$ cat src/rtl/core/csim_pkg.sv
// ----------------------------------------------------------------------------
// csim_pkg
// Shared widths, limits and sequencer states of the cosine similarity engine.
// ----------------------------------------------------------------------------
package csim_pkg;

   localparam int ElemWidth = 16;
   localparam int AccWidth  = 48;
   localparam int RootWidth = AccWidth / 2;
   localparam int NumWidth  = AccWidth + ElemWidth - 1;
   localparam int QuoWidth  = ElemWidth + 1;
   localparam int MulWidth  = RootWidth + 1;
   localparam int ProdWidth = 2 * MulWidth;
   localparam int CntWidth  = $clog2(RootWidth);

   localparam logic [QuoWidth-1:0] PosLimit = QuoWidth'(32767);
   localparam logic [QuoWidth-1:0] NegLimit = QuoWidth'(32768);

   localparam logic signed [ElemWidth-1:0] SimMax = 16'sh7FFF;
   localparam logic signed [ElemWidth-1:0] SimMin = 16'sh8000;

   typedef enum logic [12:0] {
      ST_IDLE        = 13'b0000000000001,
      ST_MUL_AB      = 13'b0000000000010,
      ST_MUL_AA      = 13'b0000000000100,
      ST_MUL_BB      = 13'b0000000001000,
      ST_ACC_BB      = 13'b0000000010000,
      ST_ROOT_A_GO   = 13'b0000000100000,
      ST_ROOT_A_WAIT = 13'b0000001000000,
      ST_ROOT_B_GO   = 13'b0000010000000,
      ST_ROOT_B_WAIT = 13'b0000100000000,
      ST_DEN_MUL     = 13'b0001000000000,
      ST_DIV_GO      = 13'b0010000000000,
      ST_DIV_WAIT    = 13'b0100000000000,
      ST_FINISH      = 13'b1000000000000
   } csim_state_type;

   typedef struct packed {
      logic done;
      logic ovf;
   } csim_div_status_type;

endpackage

$ cat src/rtl/core/csim_isqrt.sv
// ----------------------------------------------------------------------------
// csim_isqrt
// Bit-pair integer square root of a 48-bit value, one result bit per cycle.
// ----------------------------------------------------------------------------
module csim_isqrt (
   input  logic                            clock,
   input  logic                            reset,
   input  logic                            start,
   input  logic [csim_pkg::AccWidth-1:0]   value,
   output logic                            done,
   output logic [csim_pkg::RootWidth-1:0]  root
);

   logic                            busy_ff, busy_in;
   logic [csim_pkg::CntWidth-1:0]   cnt_ff, cnt_in;
   logic [csim_pkg::AccWidth-1:0]   rem_ff, rem_in;
   logic [csim_pkg::AccWidth-1:0]   res_ff, res_in;
   logic [csim_pkg::AccWidth-1:0]   bit_w;
   logic [csim_pkg::AccWidth:0]     trial;
   logic                            take;

   // test bit is 4^cnt
   assign bit_w = csim_pkg::AccWidth'(1) << {cnt_ff, 1'b0};
   assign trial = {1'b0, res_ff} + {1'b0, bit_w};
   assign take  = {1'b0, rem_ff} >= trial;

   always_comb begin
      busy_in = busy_ff;
      cnt_in  = cnt_ff;
      rem_in  = rem_ff;
      res_in  = res_ff;
      if (start) begin
         busy_in = 1'b1;
         cnt_in  = csim_pkg::CntWidth'(csim_pkg::RootWidth - 1);
         rem_in  = value;
         res_in  = '0;
      end else if (busy_ff) begin
         if (take) begin
            rem_in = rem_ff - trial[csim_pkg::AccWidth-1:0];
            res_in = (res_ff >> 1) + bit_w;
         end else begin
            res_in = res_ff >> 1;
         end
         cnt_in = cnt_ff - 1'b1;
         if (cnt_ff == '0) begin
            busy_in = 1'b0;
         end
      end
   end

   always_ff @(posedge clock) begin
      if (reset) begin
         busy_ff <= 1'b0;
      end else begin
         busy_ff <= busy_in;
      end
      cnt_ff <= cnt_in;
      rem_ff <= rem_in;
      res_ff <= res_in;
   end

   assign done = busy_ff && (cnt_ff == '0);
   assign root = res_ff[csim_pkg::RootWidth-1:0];

endmodule

$ cat src/rtl/core/csim_div.sv
// ----------------------------------------------------------------------------
// csim_div
// Restoring divider giving a 17-bit quotient, one bit per cycle, with a
// flag for quotients that do not fit.
// ----------------------------------------------------------------------------
module csim_div (
   input  logic                            clock,
   input  logic                            reset,
   input  logic                            start,
   input  logic [csim_pkg::NumWidth-1:0]   num,
   input  logic [csim_pkg::AccWidth-1:0]   den,
   output csim_pkg::csim_div_status_type   status,
   output logic [csim_pkg::QuoWidth-1:0]   quo
);

   localparam int ShWidth = csim_pkg::AccWidth + csim_pkg::ElemWidth;

   logic                            busy_ff, busy_in;
   logic [csim_pkg::CntWidth-1:0]   cnt_ff, cnt_in;
   logic [csim_pkg::NumWidth-1:0]   rem_ff, rem_in;
   logic [ShWidth-1:0]              dsh_ff, dsh_in;
   logic [csim_pkg::QuoWidth-1:0]   quo_ff, quo_in;
   logic                            ovf_ff, ovf_in;
   logic                            take;

   assign take = {1'b0, rem_ff} >= dsh_ff;

   always_comb begin
      busy_in = busy_ff;
      cnt_in  = cnt_ff;
      rem_in  = rem_ff;
      dsh_in  = dsh_ff;
      quo_in  = quo_ff;
      ovf_in  = ovf_ff;
      if (start) begin
         busy_in = 1'b1;
         cnt_in  = csim_pkg::CntWidth'(csim_pkg::QuoWidth - 1);
         rem_in  = num;
         dsh_in  = {den, csim_pkg::ElemWidth'(0)};
         quo_in  = '0;
         // quotient of 2^17 or more cannot be represented
         ovf_in  = {2'b00, num} >= {den, csim_pkg::QuoWidth'(0)};
      end else if (busy_ff) begin
         if (take) begin
            rem_in = rem_ff - dsh_ff[csim_pkg::NumWidth-1:0];
         end
         quo_in = {quo_ff[csim_pkg::QuoWidth-2:0], take};
         dsh_in = dsh_ff >> 1;
         cnt_in = cnt_ff - 1'b1;
         if (cnt_ff == '0) begin
            busy_in = 1'b0;
         end
      end
   end

   always_ff @(posedge clock) begin
      if (reset) begin
         busy_ff <= 1'b0;
      end else begin
         busy_ff <= busy_in;
      end
      cnt_ff <= cnt_in;
      rem_ff <= rem_in;
      dsh_ff <= dsh_in;
      quo_ff <= quo_in;
      ovf_ff <= ovf_in;
   end

   assign status.done = busy_ff && (cnt_ff == '0);
   assign status.ovf  = ovf_ff;
   assign quo         = quo_ff;

endmodule

$ cat src/rtl/core/cosine_similarity_engine.sv
// ----------------------------------------------------------------------------
// cosine_similarity_engine
// Streaming cosine similarity of two Q1.15 vectors, one element pair per
// request, result dot / sqrt(|a|^2 * |b|^2) in saturated Q1.15.
// ----------------------------------------------------------------------------
//  channel | direction | ports
//  --------+-----------+-----------------------------------------------
//  req     | in        | req_valid/ready, req_elem_a, req_elem_b, req_last_pair
//  rsp     | out       | rsp_valid/ready, rsp_similarity, rsp_zero_norm
//
//  Each pair steps through MUL_AB, MUL_AA, MUL_BB and ACC_BB: one 25x25
//  multiplier is shared for a*b, a*a, b*b. The last pair then adds two
//  24-step roots on one shared root unit, the denominator product on the
//  same multiplier and a 17-step divide, skipped when a norm is zero.
//  Reset is synchronous and clears the sums and the sequencer.
//  A result waits in the output register; the next vector may stream in
//  meanwhile, and only its final step stalls until the result is taken.
// ----------------------------------------------------------------------------
module cosine_similarity_engine (
   input  logic                                  clock,
   input  logic                                  reset,
   input  logic                                  req_valid,
   output logic                                  req_ready,
   input  logic signed [csim_pkg::ElemWidth-1:0] req_elem_a,
   input  logic signed [csim_pkg::ElemWidth-1:0] req_elem_b,
   input  logic                                  req_last_pair,
   output logic                                  rsp_valid,
   input  logic                                  rsp_ready,
   output logic signed [csim_pkg::ElemWidth-1:0] rsp_similarity,
   output logic                                  rsp_zero_norm
);

   localparam int AccW  = csim_pkg::AccWidth;
   localparam int ElemW = csim_pkg::ElemWidth;

   csim_pkg::csim_state_type state_ff, state_in;

   logic signed [ElemW-1:0]               a_ff, a_in, b_ff, b_in;
   logic                                  last_ff, last_in;
   logic signed [AccW-1:0]                dot_ff, dot_in;
   logic [AccW-1:0]                       na_ff, na_in, nb_ff, nb_in;
   logic [csim_pkg::RootWidth-1:0]        sa_ff, sa_in;
   logic signed [csim_pkg::ProdWidth-1:0] prod_ff, prod_in;
   logic                                  zero_ff, zero_in;
   logic                                  rsp_valid_ff, rsp_valid_in;
   logic signed [ElemW-1:0]               sim_ff, sim_in;
   logic                                  zn_ff, zn_in;

   logic signed [csim_pkg::MulWidth-1:0]  mul_x, mul_y;
   logic signed [AccW:0]                  dot_sum;
   logic [AccW:0]                         na_sum, nb_sum;

   logic                                  root_start;
   logic [AccW-1:0]                       root_value;
   logic                                  root_done;
   logic [csim_pkg::RootWidth-1:0]        root;

   logic                                  div_start;
   logic [AccW-1:0]                       den;
   logic [AccW-1:0]                       dot_mag;
   logic [csim_pkg::NumWidth-1:0]         num;
   csim_pkg::csim_div_status_type         div_status;
   logic [csim_pkg::QuoWidth-1:0]         quo;
   logic [csim_pkg::QuoWidth-1:0]         quo_neg;
   logic                                  dot_neg;
   logic                                  out_free;

   // shared multiplier operand select
   always_comb begin
      case (state_ff)
         csim_pkg::ST_MUL_AB: begin
            mul_x = csim_pkg::MulWidth'(a_ff);
            mul_y = csim_pkg::MulWidth'(b_ff);
         end
         csim_pkg::ST_MUL_AA: begin
            mul_x = csim_pkg::MulWidth'(a_ff);
            mul_y = csim_pkg::MulWidth'(a_ff);
         end
         csim_pkg::ST_MUL_BB: begin
            mul_x = csim_pkg::MulWidth'(b_ff);
            mul_y = csim_pkg::MulWidth'(b_ff);
         end
         default: begin
            mul_x = $signed({1'b0, sa_ff});
            mul_y = $signed({1'b0, root});
         end
      endcase
   end

   assign prod_in = mul_x * mul_y;

   // products of Q1.15 pairs fit in 32 bits
   assign dot_sum = {dot_ff[AccW-1], dot_ff} + (AccW+1)'($signed(prod_ff[31:0]));
   assign na_sum  = {1'b0, na_ff} + (AccW+1)'(prod_ff[31:0]);
   assign nb_sum  = {1'b0, nb_ff} + (AccW+1)'(prod_ff[31:0]);

   assign dot_neg = dot_ff[AccW-1];
   assign dot_mag = dot_neg ? AccW'(-dot_ff) : AccW'(dot_ff);
   assign den     = prod_ff[AccW-1:0];
   assign num     = {dot_mag, (ElemW-1)'(0)} + {ElemW'(0), den[AccW-1:1]};
   assign quo_neg = -quo;

   assign root_start = (state_ff == csim_pkg::ST_ROOT_A_GO) ||
                       (state_ff == csim_pkg::ST_ROOT_B_GO);
   assign root_value = (state_ff == csim_pkg::ST_ROOT_A_GO) ? na_ff : nb_ff;
   assign div_start  = (state_ff == csim_pkg::ST_DIV_GO) && (den != '0);
   assign out_free   = !rsp_valid_ff || rsp_ready;

   always_comb begin
      state_in     = state_ff;
      a_in         = a_ff;
      b_in         = b_ff;
      last_in      = last_ff;
      dot_in       = dot_ff;
      na_in        = na_ff;
      nb_in        = nb_ff;
      sa_in        = sa_ff;
      zero_in      = zero_ff;
      sim_in       = sim_ff;
      zn_in        = zn_ff;
      rsp_valid_in = rsp_valid_ff;
      if (rsp_valid_ff && rsp_ready) begin
         rsp_valid_in = 1'b0;
      end
      case (state_ff)
         csim_pkg::ST_IDLE: begin
            if (req_valid) begin
               a_in     = req_elem_a;
               b_in     = req_elem_b;
               last_in  = req_last_pair;
               state_in = csim_pkg::ST_MUL_AB;
            end
         end
         csim_pkg::ST_MUL_AB: begin
            state_in = csim_pkg::ST_MUL_AA;
         end
         csim_pkg::ST_MUL_AA: begin
            if (dot_sum[AccW] != dot_sum[AccW-1]) begin
               dot_in = dot_sum[AccW] ? csim_pkg::AccWidth'({1'b1, (AccW-1)'(0)})
                                      : csim_pkg::AccWidth'({1'b0, {(AccW-1){1'b1}}});
            end else begin
               dot_in = dot_sum[AccW-1:0];
            end
            state_in = csim_pkg::ST_MUL_BB;
         end
         csim_pkg::ST_MUL_BB: begin
            na_in    = na_sum[AccW] ? '1 : na_sum[AccW-1:0];
            state_in = csim_pkg::ST_ACC_BB;
         end
         csim_pkg::ST_ACC_BB: begin
            nb_in    = nb_sum[AccW] ? '1 : nb_sum[AccW-1:0];
            state_in = last_ff ? csim_pkg::ST_ROOT_A_GO : csim_pkg::ST_IDLE;
         end
         csim_pkg::ST_ROOT_A_GO: begin
            state_in = csim_pkg::ST_ROOT_A_WAIT;
         end
         csim_pkg::ST_ROOT_A_WAIT: begin
            if (root_done) begin
               state_in = csim_pkg::ST_ROOT_B_GO;
            end
         end
         csim_pkg::ST_ROOT_B_GO: begin
            sa_in    = root;
            state_in = csim_pkg::ST_ROOT_B_WAIT;
         end
         csim_pkg::ST_ROOT_B_WAIT: begin
            if (root_done) begin
               state_in = csim_pkg::ST_DEN_MUL;
            end
         end
         csim_pkg::ST_DEN_MUL: begin
            state_in = csim_pkg::ST_DIV_GO;
         end
         csim_pkg::ST_DIV_GO: begin
            zero_in  = (den == '0);
            state_in = (den == '0) ? csim_pkg::ST_FINISH : csim_pkg::ST_DIV_WAIT;
         end
         csim_pkg::ST_DIV_WAIT: begin
            if (div_status.done) begin
               state_in = csim_pkg::ST_FINISH;
            end
         end
         csim_pkg::ST_FINISH: begin
            if (out_free) begin
               if (zero_ff) begin
                  sim_in = '0;
               end else if (dot_neg) begin
                  sim_in = (div_status.ovf || quo > csim_pkg::NegLimit) ?
                           csim_pkg::SimMin : $signed(quo_neg[ElemW-1:0]);
               end else begin
                  sim_in = (div_status.ovf || quo > csim_pkg::PosLimit) ?
                           csim_pkg::SimMax : $signed(quo[ElemW-1:0]);
               end
               zn_in        = zero_ff;
               rsp_valid_in = 1'b1;
               dot_in       = '0;
               na_in        = '0;
               nb_in        = '0;
               state_in     = csim_pkg::ST_IDLE;
            end
         end
         default: begin
            state_in = csim_pkg::ST_IDLE;
         end
      endcase
   end

   always_ff @(posedge clock) begin
      if (reset) begin
         state_ff     <= csim_pkg::ST_IDLE;
         dot_ff       <= '0;
         na_ff        <= '0;
         nb_ff        <= '0;
         rsp_valid_ff <= 1'b0;
      end else begin
         state_ff     <= state_in;
         dot_ff       <= dot_in;
         na_ff        <= na_in;
         nb_ff        <= nb_in;
         rsp_valid_ff <= rsp_valid_in;
      end
      a_ff    <= a_in;
      b_ff    <= b_in;
      last_ff <= last_in;
      sa_ff   <= sa_in;
      prod_ff <= prod_in;
      zero_ff <= zero_in;
      sim_ff  <= sim_in;
      zn_ff   <= zn_in;
   end

   csim_isqrt u_isqrt (
      .clock (clock),
      .reset (reset),
      .start (root_start),
      .value (root_value),
      .done  (root_done),
      .root  (root)
   );

   csim_div u_div (
      .clock  (clock),
      .reset  (reset),
      .start  (div_start),
      .num    (num),
      .den    (den),
      .status (div_status),
      .quo    (quo)
   );

   assign req_ready      = (state_ff == csim_pkg::ST_IDLE);
   assign rsp_valid      = rsp_valid_ff;
   assign rsp_similarity = sim_ff;
   assign rsp_zero_norm  = zn_ff;

endmodule

$ cat config.mk
export PLATFORM = sky130hd
export DESIGN_NAME = cosine_similarity_engine
export DESIGN_NICKNAME = d
export VERILOG_FILES = /design/src/rtl/core/csim_pkg.sv /design/src/rtl/core/csim_isqrt.sv /design/src/rtl/core/csim_div.sv /design/src/rtl/core/cosine_similarity_engine.sv
export SDC_FILE = /design/constraint.sdc
export NUM_CORES = 2
export LEC_CHECK = 0
export BUFFER_PORTS_ARGS = -buffer_cell sky130_fd_sc_hd__buf_2
export CORE_MARGIN = 1
export CORE_UTILIZATION = 40
export DETAILED_ROUTE_END_ITERATION = 6
export PLACE_DENSITY = 0.56
export SETUP_SLACK_MARGIN = 0.2
export SYNTH_ARGS = -nofsm -noshare
export SYNTH_HDL_FRONTEND = slang
export SYNTH_SLANG_ARGS = --single-unit
$ cat constraint.sdc
create_clock -name clock -period 13 [get_ports clock]
set_input_delay 1.3 -clock clock [delete_from_list [all_inputs] [get_ports clock]]
set_output_delay 1.3 -clock clock [all_outputs]
set_load 0.03 [all_outputs]
==> tab_implementation.tex <==
\begin{tabular}{lr}
\hline
Metric & Value \\
\hline
\multicolumn{2}{l}{\textbf{Outcome}} \\
Outcome & complete, no violations \\
\multicolumn{2}{l}{\textbf{Min path}} \\
WHS Path Cells & 2 \\
Min-Delay Path Class & register to register \\
WHS Endpoint & dot\_ff[47]\$\_SDFFE\_PP0P\_ \\
Hold Path Origin & dot\_ff[47]\$\_SDFFE\_PP0P\_ \\
\multicolumn{2}{l}{\textbf{Setup path}} \\
Biggest fanout along the worst timing path & 27 \\
Worst r2r src & state\_ff[0]\$\_SDFFE\_PP1P\_ \\
Kind of critical path & register to register \\
Worst path max stage delay & 760 ps \\
Nature of the critical path endpoint & register \\
Path depth of the worst reg2reg path & 34 \\
Crit-path slowest cell & o21a\_1 \\
Most Frequent Cell on Critical Path & fa\_1 \\
Arrival time of data at the critical path endpoint & 11710 ps \\
Slack of the worst reg-to-reg path & 1900 ps \\
Reg-to-reg critical path endpoint & prod\_ff[46]\$\_DFF\_P\_ \\
Element type at the critical path start & register \\
Required time of the critical path & 13610 ps \\
\multicolumn{2}{l}{\textbf{Clock tree}} \\
Clock latency reported for the late side of the worst-skew pair & 700 ps \\
TritonCTS sink count & 534 \\
Post-CTS setup buffer count & 0 \\
Clk buf depth & 3 \\
Number of H-tree levels & 3 \\
Clock transition at the registers of the reported paths & 60 ps \\
Resize count post-CTS & 0 \\
Clock root buffer & clkbuf\_16 \\
TritonCTS Buffers & 74 \\
Post-CTS Hold Buffers & 0 \\
CTS tree & yes \\
\multicolumn{2}{l}{\textbf{STA}} \\
Ratio of final minimum period to clock period & 0.854 \\
Least-Margin Pin Slew & 1350 ps \\
Aggregate negative setup slack & 0 ps \\
Layout Skew & 47.2 ps \\
Max transition margin & 0.103 \\
Final Hold Fails & 0 \\
Number of failing setup endpoints in the final timing report & 0 \\
Fmax & 0.0901 GHz \\
Shortest clock period the worst path allows after layout & 11100 ps \\
Hold slack & 459 ps \\
Setup repair after global routing missed its margin & no \\
Number of pins with negative max-slew slack in the final report & 0 \\
\multicolumn{2}{l}{\textbf{Global routing}} \\
Maximum number of pins on one net before global-route repair & 69 \\
Antenna violations before repair & 5 \\
Via count of the first global-routing pass & 52739 \\
Global routing's busiest layer & met2 \\
Global route total overflow & 0 \\
GR Util All Layers & 0.266 \\
First-pass GRT wire length & 322000 um \\
Met3 track demand over resource in global routing & 0.0403 \\
Fraction of met1 tracks used by global routing & 0.365 \\
Met2 usage in global routing & 0.422 \\
\multicolumn{2}{l}{\textbf{Yosys}} \\
Most used flip-flop cell after synthesis & dfxtp\_1 \\
Synth top area share & 0.205 \\
Syn\_area\_per\_cell & 8.48 um2 \\
Number of distinct library cells after synthesis & 99 \\
Cell types with the largest area share after synthesis & fa\_1, edfxtp\_1, ha\_1 \\
Count of flip-flops with a built-in enable after synthesis & 235 \\
Nets in the synthesized netlist & 8608 \\
Cell Area, Synth & 0.0630 mm2 \\
Total number of yosys warnings & 0 \\
Proportion of synthesized chip area in sequential cells & 0.207 \\
Number of synthesized register bits & 534 \\
Post-Synthesis Cells & 7427 \\
Async set or reset register ratio after synthesis & 0 \\
Largest area contributor in the netlist & fa\_1 \\
\multicolumn{2}{l}{\textbf{Cells and area}} \\
Nets & 8538 \\
Synth-to-layout area growth & 8.34\% \\
\# fillers & 15359 \\
Multi-input gate area in the final layout & 0.0456 mm2 \\
Sequential standard cell area & 0.0130 mm2 \\
Fraction of final layout cells with drive strength greater than 1 & 0.0584 \\
Final std cells w/o fill & 9477 \\
\multicolumn{2}{l}{\textbf{Die}} \\
Initial Util & 0.403 \\
Area enclosed by the die boundary & 0.159 mm2 \\
Die height & 399 um \\
Area of the placeable core & 0.156 mm2 \\
Die Wd & 399 um \\
Count of standard-cell rows & 145 \\
Boundary pin count & 56 \\
\multicolumn{2}{l}{\textbf{Routing}} \\
Final WL & 213000 um \\
Detailed router's first-iteration violation count & 4477 \\
Initial DRT Pass Iterations & 6 \\
Via Count & 54129 \\
DRC violations left & 0 \\
Antenna Violating Nets Remaining & 0 \\
Routed via count divided by cell count & 5.71 \\
Routed length per placed instance & 22.5 um \\
\multicolumn{2}{l}{\textbf{Run}} \\
Max capacitance violation total & 0 \\
\multicolumn{2}{l}{\textbf{Placement}} \\
Weighted congestion reported at the end of routability-driven placement & 0.958 \\
Half-perimeter wire length after placement & 164000 um \\
I/O Buffers & 55 \\
Cells after DPL & 9339 \\
\hline
\end{tabular}
worst max-delay path by stage:
stage,slack (ps),to,cells past startpoint,start
floorplan,3710,u_isqrt.rem_ff[0]$_DFFE_PP_,26,u_isqrt.cnt_ff[0]$_SDFFE_PN1P_
global placement,2250,prod_ff[46]$_DFF_P_,34,state_ff[0]$_SDFFE_PP1P_
detailed placement,2060,prod_ff[46]$_DFF_P_,34,state_ff[0]$_SDFFE_PP1P_
CTS,2000,prod_ff[46]$_DFF_P_,34,state_ff[0]$_SDFFE_PP1P_
global route,1220,prod_ff[46]$_DFF_P_,34,state_ff[0]$_SDFFE_PP1P_
finish,1900,prod_ff[46]$_DFF_P_,34,state_ff[0]$_SDFFE_PP1P_
flip-flops by register name (all words and copies together) (netlist names), 13 cells and up:
register        flops
rsp_similarity     16
a_ff               16
sa_ff              24
b_ff               16
prod_ff            48
u_div.quo          17
dot_ff             48
u_div.dsh_ff       64
u_isqrt.res_ff     48
u_div.rem_ff       63
state_ff           13
na_ff              48
nb_ff              48
u_isqrt.rem_ff     48
per-stage QoR:
stage / setup slack, ps / instance area, um2 / util
3_3_place_gp: 2250 / 65800 / 0.421
4_1_cts: 2000 / 68300 / 0.437
5_1_grt: 1220 / 68300 / 0.437
3_5_place_dp: 2060 / 65800 / 0.421
2_1_floorplan: 3710 / 63000 / -
6_report: 1900 / 68300 / 0.437
per-layer routing:
| layer | share of wire | vias up |
|---|---|---|
| met2 | 0.45 | 1885 |
| met5 | 0 | - |
| met4 | 0.036 | 0 |
| li1 | - | 25303 |
| met3 | 0.069 | 362 |
| met1 | 0.45 | 26579 |
critical path: cells and delay by family (launching register included):
kind / cells / cell delay (ps)
XOR/XNOR: 1 / 150
flip-flops: 1 / 360
adder cells (fa/ha/maj): 8 / 3880
AND/OR/NAND/NOR: 11 / 2680
AO/OA/AOI/OAI: 8 / 2740
buffers and inverters: 6 / 1150
Yosys cell counts, drive strengths merged (73+ instances only):
master / count
a31oi: 96
dfxtp: 299
ha: 498
clkbuf: 295
nand3: 153
nor2: 724
edfxtp: 235
inv: 882
fa: 646
o21ai: 397
a21oi: 512
nand2b: 73
nand2: 793
xor2: 169
xnor2: 242
nor3: 95
a21o: 191
a211oi: 92
placed cells by master, fill, tap and decap left out, types with 28 or more instances in the layout:
cell type  netlist  final
and2_1          62     61
and3_1          41     41
or3_1           44     44
a21oi_1        511    508
buf_4            1    132
nand2b_1        73     72
o211ai_1        28     28
mux2i_1         62     62
inv_1          881    881
o21ai_0        381    380
o21bai_1        63     63
o31ai_1         31     31
nand2_1        793    791
edfxtp_1       235    235
nor2_1         722    717
nand4_1         66     66
ha_1           498    498
buf_2           14     54
nor2b_1         41     41
dfxtp_1        299    296
a221o_1         28     28
o21a_1          51     51
a31oi_1         96     96
a21o_1         191    191
a211oi_1        92     92
a221oi_1        60     48
xnor2_1        241    241
nand3_1        153    151
nor4_1          30     30
nor3_1          92     92
fa_1           646    646
xor2_1         169    169
clkbuf_16        0     75
layout make-up:
| cell class | count | share of cell area |
|---|---|---|
| Tap cell | 2058 | 0.0377 |
| Multi-Input combinational cell | 5675 | 0.668 |
| Inverter | 886 | 0.0487 |
| Timing Repair Buffer | 186 | 0.0185 |
| Clock inverter | 45 | 0.00656 |
| Antenna cell | 1 | 0.0000367 |
| Sequential cell | 534 | 0.191 |
| Clock buffer | 92 | 0.0296 |
logic make-up (layout without fill, tap and decap cells):
logic type                 after synthesis  count (layout)  synth area share
muxes                                   78              78            0.0127
xor gates and xnor gates               411             411            0.0572
other                                    0               1                 0
adders and majority gates             1144            1144             0.304
and+or+nand+nor                       2246            2246             0.162
DFF                                    534             534             0.207
buffers and inverters                 1218            1209            0.0731
AOI/OAI and AO/OA                     1796            1796             0.184
Power is not shown: default switching activity piles up to over one toggle a cycle in this logic, so the estimate is an artifact.
